<file path="config.mk">
export PLATFORM = sky130hd
export DESIGN_NAME = turn_rate_limiter_top
export DESIGN_NICKNAME = d
export VERILOG_FILES = /design/src/sv/trl_pkg.sv /design/src/sv/trl_front.sv /design/src/sv/trl_sqrt.sv /design/src/sv/trl_final.sv /design/src/sv/turn_rate_limiter_top.sv
export SDC_FILE = /design/constraint.sdc
export NUM_CORES = 2
export LEC_CHECK = 0
export BUFFER_PORTS_ARGS = -buffer_cell sky130_fd_sc_hd__buf_2
export CAP_MARGIN = 30
export CORE_MARGIN = 10
export CORE_UTILIZATION = 59
export DETAILED_ROUTE_END_ITERATION = 10
export HOLD_SLACK_MARGIN = 0.05
export PLACE_DENSITY = 0.78
export SETUP_SLACK_MARGIN = 0.3
export SYNTH_ARGS = -nofsm -noshare
export SYNTH_HDL_FRONTEND = slang
export SYNTH_SLANG_ARGS = --single-unit
</file>
<file path="constraint.sdc">
create_clock -name i_clk -period 116 [get_ports i_clk]
set_clock_uncertainty 0.15 [all_clocks]
set_input_delay 29 -clock i_clk [delete_from_list [all_inputs] [get_ports i_clk]]
set_output_delay 29 -clock i_clk [all_outputs]
set_load 0.005 [all_outputs]
</file>
<file path="src/sv/trl_pkg.sv">
package trl_pkg;

    // field widths
    localparam int RATE_W  = 19;
    localparam int ACCEL_W = 20;
    localparam int ERR_W   = 16;
    localparam int CUR_W   = 20;
    localparam int DT_W    = 16;
    localparam int CMD_W   = 20;
    localparam int WIN_W   = 22;

    // register file
    localparam int ADDR_W = 3;
    localparam int DATA_W = 32;
    localparam logic REG_RATE  = 1'b0;
    localparam logic REG_ACCEL = 1'b1;
    localparam logic [RATE_W-1:0]  RATE_RESET  = RATE_W'(12288);
    localparam logic [ACCEL_W-1:0] ACCEL_RESET = ACCEL_W'(40960);

    // square root pipeline
    localparam int SQ_IN_W      = 36;
    localparam int SQ_OUT_W     = SQ_IN_W / 2;
    localparam int SQ_REM_W     = SQ_OUT_W + 2;
    localparam int SQ_PER_STAGE = 2;
    localparam int SQ_STAGES    = SQ_OUT_W / SQ_PER_STAGE;

    localparam logic signed [CMD_W-1:0] CMD_MAX = {1'b0, {(CMD_W-1){1'b1}}};
    localparam logic signed [CMD_W-1:0] CMD_MIN = {1'b1, {(CMD_W-1){1'b0}}};

    typedef struct packed {
        logic [SQ_REM_W-1:0] rem;
        logic [SQ_OUT_W-1:0] root;
        logic [SQ_IN_W-1:0]  rad;
    } t_sq;

    typedef struct packed {
        logic [WIN_W-1:0] cmd;
        logic             acc;
        logic             dir;
    } t_side;

    // one result bit of the digit-by-digit square root
    function automatic t_sq sq_step(t_sq s);
        logic [SQ_REM_W+1:0] cur;
        logic [SQ_REM_W+1:0] trial;
        t_sq                 r;
        cur   = {s.rem, s.rad[SQ_IN_W-1 -: 2]};
        trial = (SQ_REM_W+2)'({s.root, 2'b01});
        r.rad = {s.rad[SQ_IN_W-3:0], 2'b00};
        if (cur >= trial) begin
            r.rem  = SQ_REM_W'(cur - trial);
            r.root = {s.root[SQ_OUT_W-2:0], 1'b1};
        end else begin
            r.rem  = SQ_REM_W'(cur);
            r.root = {s.root[SQ_OUT_W-2:0], 1'b0};
        end
        return r;
    endfunction

endpackage

</file>
<file path="src/sv/trl_front.sv">
module trl_front (
    input  logic                              i_clk,
    input  logic                              i_rst_n,
    input  logic                              i_en,
    input  logic                              i_valid,
    input  logic signed [trl_pkg::ERR_W-1:0]  i_heading_error,
    input  logic signed [trl_pkg::CUR_W-1:0]  i_current_rate,
    input  logic [trl_pkg::DT_W-1:0]          i_time_step,
    input  logic [trl_pkg::RATE_W-1:0]        i_max_rate,
    input  logic [trl_pkg::ACCEL_W-1:0]       i_max_accel,
    output logic                              o_valid,
    output logic [trl_pkg::SQ_IN_W-1:0]       o_rad,
    output trl_pkg::t_side                    o_side
);

    localparam int PROD_W = trl_pkg::ACCEL_W + trl_pkg::DT_W;

    logic [trl_pkg::ERR_W-1:0]         w_abs_err;
    logic [PROD_W-1:0]                 w_prod_dt;
    logic [PROD_W-1:0]                 w_prod_stop;
    logic                              w_dir;

    logic                              r1_valid;
    logic [trl_pkg::ACCEL_W-1:0]       r1_delta;
    logic signed [trl_pkg::CUR_W-1:0]  r1_rate;
    logic                              r1_dir;
    logic [trl_pkg::SQ_IN_W-1:0]       r1_rad;

    logic signed [trl_pkg::WIN_W-1:0]  w_req;
    logic signed [trl_pkg::WIN_W-1:0]  w_rate;
    logic signed [trl_pkg::WIN_W-1:0]  w_delta;
    logic signed [trl_pkg::WIN_W-1:0]  w_lo;
    logic signed [trl_pkg::WIN_W-1:0]  w_hi;
    trl_pkg::t_side                    n_side;

    logic                              r2_valid;
    logic [trl_pkg::SQ_IN_W-1:0]       r2_rad;
    trl_pkg::t_side                    r2_side;

    // stage 1: the two products
    assign w_dir       = !i_heading_error[trl_pkg::ERR_W-1] && (i_heading_error != '0);
    assign w_abs_err   = i_heading_error[trl_pkg::ERR_W-1]
                       ? trl_pkg::ERR_W'(-i_heading_error) : trl_pkg::ERR_W'(i_heading_error);
    assign w_prod_dt   = PROD_W'(i_max_accel) * PROD_W'(i_time_step);
    assign w_prod_stop = PROD_W'(i_max_accel) * PROD_W'(w_abs_err);

    always_ff @(posedge i_clk) begin
        if (!i_rst_n) begin
            r1_valid <= 1'b0;
            r2_valid <= 1'b0;
        end else if (i_en) begin
            r1_valid <= i_valid;
            r2_valid <= r1_valid;
        end
    end

    always_ff @(posedge i_clk) begin
        if (i_en) begin
            r1_delta <= w_prod_dt[PROD_W-1 -: trl_pkg::ACCEL_W];
            r1_rate  <= i_current_rate;
            r1_dir   <= w_dir;
            // radicand is 2*accel*|err|; top product bit is always zero
            r1_rad   <= {w_prod_stop[trl_pkg::SQ_IN_W-2:0], 1'b0};
            r2_rad   <= r1_rad;
            r2_side  <= n_side;
        end
    end

    // stage 2: acceleration window clamp
    assign w_req   = r1_dir ? $signed(trl_pkg::WIN_W'(i_max_rate))
                            : -$signed(trl_pkg::WIN_W'(i_max_rate));
    assign w_rate  = trl_pkg::WIN_W'(r1_rate);
    assign w_delta = $signed(trl_pkg::WIN_W'(r1_delta));
    assign w_lo    = w_rate - w_delta;
    assign w_hi    = w_rate + w_delta;

    always_comb begin
        n_side.dir = r1_dir;
        if (w_req < w_lo) begin
            n_side.cmd = w_lo;
            n_side.acc = 1'b1;
        end else if (w_req > w_hi) begin
            n_side.cmd = w_hi;
            n_side.acc = 1'b1;
        end else begin
            n_side.cmd = w_req;
            n_side.acc = 1'b0;
        end
    end

    assign o_valid = r2_valid;
    assign o_rad   = r2_rad;
    assign o_side  = r2_side;

endmodule

</file>
<file path="src/sv/trl_sqrt.sv">
module trl_sqrt (
    input  logic                           i_clk,
    input  logic                           i_rst_n,
    input  logic                           i_en,
    input  logic                           i_valid,
    input  logic [trl_pkg::SQ_IN_W-1:0]    i_rad,
    input  trl_pkg::t_side                 i_side,
    output logic                           o_valid,
    output logic [trl_pkg::SQ_OUT_W-1:0]   o_root,
    output trl_pkg::t_side                 o_side
);

    localparam int S = trl_pkg::SQ_STAGES;

    logic [S-1:0]    r_valid;
    trl_pkg::t_sq    r_sq   [S];
    trl_pkg::t_side  r_side [S];
    trl_pkg::t_sq    n_sq   [S];

    // each stage resolves SQ_PER_STAGE root bits, starting from the previous stage's registers (stage 0 from the input)
    always_comb begin
        trl_pkg::t_sq w_cur;
        for (int s = 0; s < S; s++) begin
            if (s == 0) begin
                w_cur.rem  = '0;
                w_cur.root = '0;
                w_cur.rad  = i_rad;
            end else begin
                w_cur = r_sq[s-1];
            end
            for (int k = 0; k < trl_pkg::SQ_PER_STAGE; k++) begin
                w_cur = trl_pkg::sq_step(w_cur);
            end
            n_sq[s] = w_cur;
        end
    end

    always_ff @(posedge i_clk) begin
        if (!i_rst_n) begin
            r_valid <= '0;
        end else if (i_en) begin
            r_valid <= {r_valid[S-2:0], i_valid};
        end
    end

    always_ff @(posedge i_clk) begin
        if (i_en) begin
            for (int s = 0; s < S; s++) begin
                r_sq[s]   <= n_sq[s];
                r_side[s] <= (s == 0) ? i_side : r_side[(s == 0) ? 0 : s-1];
            end
        end
    end

    assign o_valid = r_valid[S-1];
    assign o_root  = r_sq[S-1].root;
    assign o_side  = r_side[S-1];

endmodule

</file>
<file path="src/sv/trl_final.sv">
module trl_final (
    input  logic                             i_clk,
    input  logic                             i_rst_n,
    input  logic                             i_en,
    input  logic                             i_valid,
    input  logic [trl_pkg::SQ_OUT_W-1:0]     i_root,
    input  trl_pkg::t_side                   i_side,
    output logic                             o_valid,
    output logic signed [trl_pkg::CMD_W-1:0] o_commanded_rate,
    output logic                             o_accel_limited,
    output logic                             o_stop_limited
);

    localparam int W = trl_pkg::WIN_W;

    logic signed [W-1:0]             w_cmd;
    logic [W-1:0]                    w_mag;
    logic [W-1:0]                    w_bound;
    logic signed [W-1:0]             w_lim;
    logic                            w_stop;
    logic signed [trl_pkg::CMD_W-1:0] w_sat;

    logic                            r_valid;
    logic signed [trl_pkg::CMD_W-1:0] r_cmd;
    logic                            r_acc;
    logic                            r_stop;

    assign w_cmd   = $signed(i_side.cmd);
    assign w_mag   = w_cmd[W-1] ? W'(-w_cmd) : W'(w_cmd);
    assign w_bound = W'(i_root);
    assign w_stop  = w_mag > w_bound;

    // stopping bound keeps the chosen direction
    always_comb begin
        if (w_stop) begin
            w_lim = i_side.dir ? $signed(w_bound) : -$signed(w_bound);
        end else begin
            w_lim = w_cmd;
        end
    end

    // saturate when the top bits do not all match the sign
    always_comb begin
        if (w_lim[W-1:trl_pkg::CMD_W-1] == '0 || w_lim[W-1:trl_pkg::CMD_W-1] == '1) begin
            w_sat = w_lim[trl_pkg::CMD_W-1:0];
        end else if (w_lim[W-1]) begin
            w_sat = trl_pkg::CMD_MIN;
        end else begin
            w_sat = trl_pkg::CMD_MAX;
        end
    end

    always_ff @(posedge i_clk) begin
        if (!i_rst_n) begin
            r_valid <= 1'b0;
        end else if (i_en) begin
            r_valid <= i_valid;
        end
    end

    always_ff @(posedge i_clk) begin
        if (i_en) begin
            r_cmd  <= w_sat;
            r_acc  <= i_side.acc;
            r_stop <= w_stop;
        end
    end

    assign o_valid          = r_valid;
    assign o_commanded_rate = r_cmd;
    assign o_accel_limited  = r_acc;
    assign o_stop_limited   = r_stop;

endmodule

</file>
<file path="src/sv/turn_rate_limiter_top.sv">
// channel   | handshake                 | payload
// ----------+---------------------------+--------------------------------------------
// input     | i_in_valid / o_in_ready   | i_heading_error, i_current_rate, i_time_step
// output    | o_out_valid / i_out_ready | o_commanded_rate, o_accel_limited,
//           |                           | o_stop_limited
// config    | psel, penable, pwrite     | paddr, pwdata, prdata (pready tied high)
//
// one request can enter every cycle unless the output stalls; the path runs through two front
// stages, nine square root stages at two root bits each and one output register
// the square root pipeline depth sets the latency, the rate is one per cycle when not stalled
// synchronous active-low reset clears the valid bits and loads register defaults
// the whole pipeline holds when the output register is full and not taken
module turn_rate_limiter_top (
    input  logic                              i_clk,
    input  logic                              i_rst_n,

    input  logic                              i_in_valid,
    output logic                              o_in_ready,
    input  logic signed [trl_pkg::ERR_W-1:0]  i_heading_error,
    input  logic signed [trl_pkg::CUR_W-1:0]  i_current_rate,
    input  logic [trl_pkg::DT_W-1:0]          i_time_step,

    output logic                              o_out_valid,
    input  logic                              i_out_ready,
    output logic signed [trl_pkg::CMD_W-1:0]  o_commanded_rate,
    output logic                              o_accel_limited,
    output logic                              o_stop_limited,

    input  logic                              psel,
    input  logic                              penable,
    input  logic                              pwrite,
    input  logic [trl_pkg::ADDR_W-1:0]        paddr,
    input  logic [trl_pkg::DATA_W-1:0]        pwdata,
    output logic [trl_pkg::DATA_W-1:0]        prdata,
    output logic                              pready
);

    logic [trl_pkg::RATE_W-1:0]   r_max_rate;
    logic [trl_pkg::ACCEL_W-1:0]  r_max_accel;
    logic                         w_wr;
    logic                         w_reg_sel;
    logic                         w_en;

    logic                         w_front_valid;
    logic [trl_pkg::SQ_IN_W-1:0]  w_front_rad;
    trl_pkg::t_side               w_front_side;

    logic                         w_sq_valid;
    logic [trl_pkg::SQ_OUT_W-1:0] w_sq_root;
    trl_pkg::t_side               w_sq_side;

    // register file: word address picks the register
    assign pready    = 1'b1;
    assign w_reg_sel = paddr[2];
    assign w_wr      = psel && penable && pwrite && pready;

    always_ff @(posedge i_clk) begin
        if (!i_rst_n) begin
            r_max_rate  <= trl_pkg::RATE_RESET;
            r_max_accel <= trl_pkg::ACCEL_RESET;
        end else if (w_wr) begin
            unique case (w_reg_sel)
                trl_pkg::REG_RATE:  r_max_rate  <= pwdata[trl_pkg::RATE_W-1:0];
                trl_pkg::REG_ACCEL: r_max_accel <= pwdata[trl_pkg::ACCEL_W-1:0];
                default: ;
            endcase
        end
    end

    always_comb begin
        unique case (w_reg_sel)
            trl_pkg::REG_RATE:  prdata = trl_pkg::DATA_W'(r_max_rate);
            trl_pkg::REG_ACCEL: prdata = trl_pkg::DATA_W'(r_max_accel);
            default:            prdata = '0;
        endcase
    end

    // pipeline advances unless a finished result is waiting to be taken
    assign w_en       = !o_out_valid || i_out_ready;
    assign o_in_ready = w_en;

    // products, direction and acceleration window
    trl_front u_front (
        .i_clk           (i_clk),
        .i_rst_n         (i_rst_n),
        .i_en            (w_en),
        .i_valid         (i_in_valid),
        .i_heading_error (i_heading_error),
        .i_current_rate  (i_current_rate),
        .i_time_step     (i_time_step),
        .i_max_rate      (r_max_rate),
        .i_max_accel     (r_max_accel),
        .o_valid         (w_front_valid),
        .o_rad           (w_front_rad),
        .o_side          (w_front_side)
    );

    // stopping-distance bound, window result rides alongside
    trl_sqrt u_sqrt (
        .i_clk   (i_clk),
        .i_rst_n (i_rst_n),
        .i_en    (w_en),
        .i_valid (w_front_valid),
        .i_rad   (w_front_rad),
        .i_side  (w_front_side),
        .o_valid (w_sq_valid),
        .o_root  (w_sq_root),
        .o_side  (w_sq_side)
    );

    // magnitude limit, saturation and output register
    trl_final u_final (
        .i_clk            (i_clk),
        .i_rst_n          (i_rst_n),
        .i_en             (w_en),
        .i_valid          (w_sq_valid),
        .i_root           (w_sq_root),
        .i_side           (w_sq_side),
        .o_valid          (o_out_valid),
        .o_commanded_rate (o_commanded_rate),
        .o_accel_limited  (o_accel_limited),
        .o_stop_limited   (o_stop_limited)
    );

endmodule

</file>
==> flow_summary.toml <==
[worst_setup_path]
path_max_fanout = 47
crit_arrival_ps = 30040
start_kind = "input pin"
critPathSlowestCell = "nor2b_1"
max_stage_delay_ps = 270
cp-end-kind = "output pin"
path_buf_inv = 4
required_ps = 86850
crit_chain = "buf_2 > nor2b_1 > buf_4 > inv_8 > buf_2"
crit_top_cell = "buf_2"
crit_type = "in -> out"
path_delay_family = "buffers and inverters"

[power_and_ir_drop]
p_clk_frac = 0.190
pwr-share-comb = 0.448
power_mw = 1.41
ir_drop_mv = 0.0152
p_int_mw = 0.873
switchingPower_mw = 0.538
leakage_nw = 30.5
seq_power_share = 0.362
swShare = 0.381
power_density_nw_per_um2 = 20.9

[die]
initial_core_util = 0.595
core_um2 = 106000
core.rowCount = 119
die-area_um2 = 120000
fp.dieH_um = 346
dieWidth_um = 346
io_pins = 151

[cts]
cts_hold_buf = 0
cts_setup_buffers = 0
cts_resized = 0
clk_pin_slew_ps = 70
cts_tree = "yes"
insertion_delay_ps = 680
h-tree-depth = 3
cts-root-buf = "clkbuf_16"
cts_made_buffers = 82
cts_max_path_buffers = 3
cts.sinks = 799

[route]
dr.pass1.iters = 6
drc_errors = 0
drt.antenna.violating_nets = 0
wirelength_um = 141000
vias_per_cell = 5.76
vias = 43487
wire_per_inst_um = 18.7
drt_iter0_markers = 3332

[grt]
overflow = 0
busiest_layer = "met2"
gr-usage-all-layers = 0.231
grt_antenna_before_repair = 2
use_met2 = 0.388
grt_max_degree = 167
use_met3 = 0.0456
use_met1 = 0.298
grt_pass1_wl_um = 228000
grt_pass1_vias = 44007

[synth]
syn_area_per_cell_um2 = 10.4
synthMuxAreaShare = 0.0163
ys.flop_type = "edfxtp_1"
yosysTopAreaCellShare = 0.358
synth-xor-area-share = 0.0498
synthAdderAreaFrac = 0.260
synth_edf_count = 748
ys_seq_area_frac = 0.374
synth.cell_area_um2 = 62800
synth_compound_gate_area_share = 0.0945
yosys_register_bits = 799
synthArstFlopShare = 0
yosysTopAreaCell = "edfxtp_1"
synthSimpleGateAreaFrac = 0.142
ys_types = 98
postSynthCellCount = 6054
synth_warnings = 0
synth_top_family_by_area = "adder cells"
synth_area_leaders = "edfxtp_1 36%, fa_1 16%, ha_1 10%"

[finish]
syn2layout_area_growth_pct = 7.52
drive_gt1_frac = 0.0698
n_antenna_cell = 0
final_cell_mix = "785 x inv_1, 749 x nand2_1, 748 x edfxtp_1"
fin_nets = 7187
finalNonFillerCells = 7549
final_common_cell = "inv_1"
fill_cells = 8125
final_area_um2 = 67500

[placed_design]
dpl.cell_count = 7393
port_buffers = 123
placed_area_um2 = 64600
gp_congestion = 0.915
dp_hpwl_um = 102000

[run_status]
status = "finished clean"

[timing]
clock.fmax_ghz = 0.0169
maxSlewViolCount = 0
grt_setup_unrepaired = "no"
finalCritPeriodShare = 0.510
worstMarginPinSlew_ps = 1060
totalNegativeSetupSlack_ps = 0
holdWs_ps = 218
setup_viol = 0
max-slew-margin-rel = 0.295
hold_viol = 0
period_minus_slack_ps = 59190

[min_path]
hp-class = "reg -> reg"

[job]
cap_viol_max_count = 0
-- metal layers --
| layer | vias up | share of wire |
|---|---|---|
| met1 | 21217 | 0.42 |
| met5 | - | 0.000092 |
| met3 | 316 | 0.072 |
| li1 | 20448 | - |
| met2 | 1504 | 0.48 |
| met4 | 2 | 0.033 |
-- power groups by stage --
stage,registers (mW),logic [mW],clock network (mW)
2_1_floorplan,0.487,0.493,0
3_3_place_gp,0.508,0.601,0
3_5_place_dp,0.514,0.619,0
4_1_cts,0.510,0.626,0.273
5_1_grt,0.520,0.706,0.286
6_report,0.510,0.632,0.269
-- through the flow --
step	setup slack, ps	utilization
after floorplan	37320	-
after global placement	56270	0.612
after detailed placement	56820	0.612
after CTS	56810	0.638
after global routing	56730	0.640
final	56810	0.640
-- cell usage after synthesis, drive strengths merged, types with 29 or more instances --
cell type,instances
a21boi,55
o31ai,43
inv,792
a21oi,284
a21o,101
nor4,54
nor2,301
and2,258
nor3,87
nand2,749
mux2,64
fa,500
ha,501
or3,43
nand2b,62
nand3,74
dfxtp,51
xnor2,251
and3,32
xor2,106
a31oi,30
nor2b,39
o21ai,209
o21a,59
mux2i,29
nand4,38
edfxtp,748
buf,41
clkbuf,195
-- final cells by class --
| class | instances | area (um^2) | area share |
|---|---|---|---|
| well taps | 1391 | 1740 | 0.0258 |
| clock buffers | 105 | 2140 | 0.0317 |
| flip-flops and latches | 799 | 23500 | 0.348 |
| clock inverters | 45 | 606 | 0.00897 |
| repair buffers | 177 | 1160 | 0.0171 |
| inverters | 795 | 2990 | 0.0443 |
| multi-input cells | 4237 | 35400 | 0.524 |
-- registers in the layout, summed over array words and instances, names as in the netlist --
signal                    cells
r_max_accel                  20
u_front.o_rad                35
u_sqrt.r_sq                 375
u_front.r1_valid              1
u_final.o_stop_limited        1
u_final.o_valid               1
u_sqrt.r_side               216
u_sqrt.r_valid                9
u_front.o_valid               1
u_final.o_accel_limited       1
u_final.o_commanded_rate     20
u_front.r1_dir                1
r_max_rate                   19
u_front.o_side               24
u_front.r1_rate              20
u_front.r1_delta             20
u_front.r1_rad               35
-- final timing paths --
path / slack, ps / start / endpoint / cells after the start
setup / recovery: 56810 / i_out_ready / o_in_ready / 5
hold / removal: 220 / u_sqrt.r_side[0][3]$_DFFE_PP_ / u_sqrt.r_side[0][27]$_DFFE_PP_ / 0
setup reg to reg: 108200 / r_max_accel[5]$_SDFFE_PN0P_ / u_front.r1_delta[19]$_DFFE_PP_ / 23
hold reg to reg: 220 / u_sqrt.r_side[0][3]$_DFFE_PP_ / u_sqrt.r_side[0][27]$_DFFE_PP_ / 0
-- cells by family (layout without fill, tap and decap cells) --
group           count (synthesis)  in the layout
compound gates                936            936
xor+xnor                      357            357
flops                         799            799
other cells                     2             15
simple gates                 1828           1828
mux                            93             93
fa+ha+maj                    1008           1008
buf+inv                      1031           1122
No activity file was read; power rests on OpenSTA's default activity.
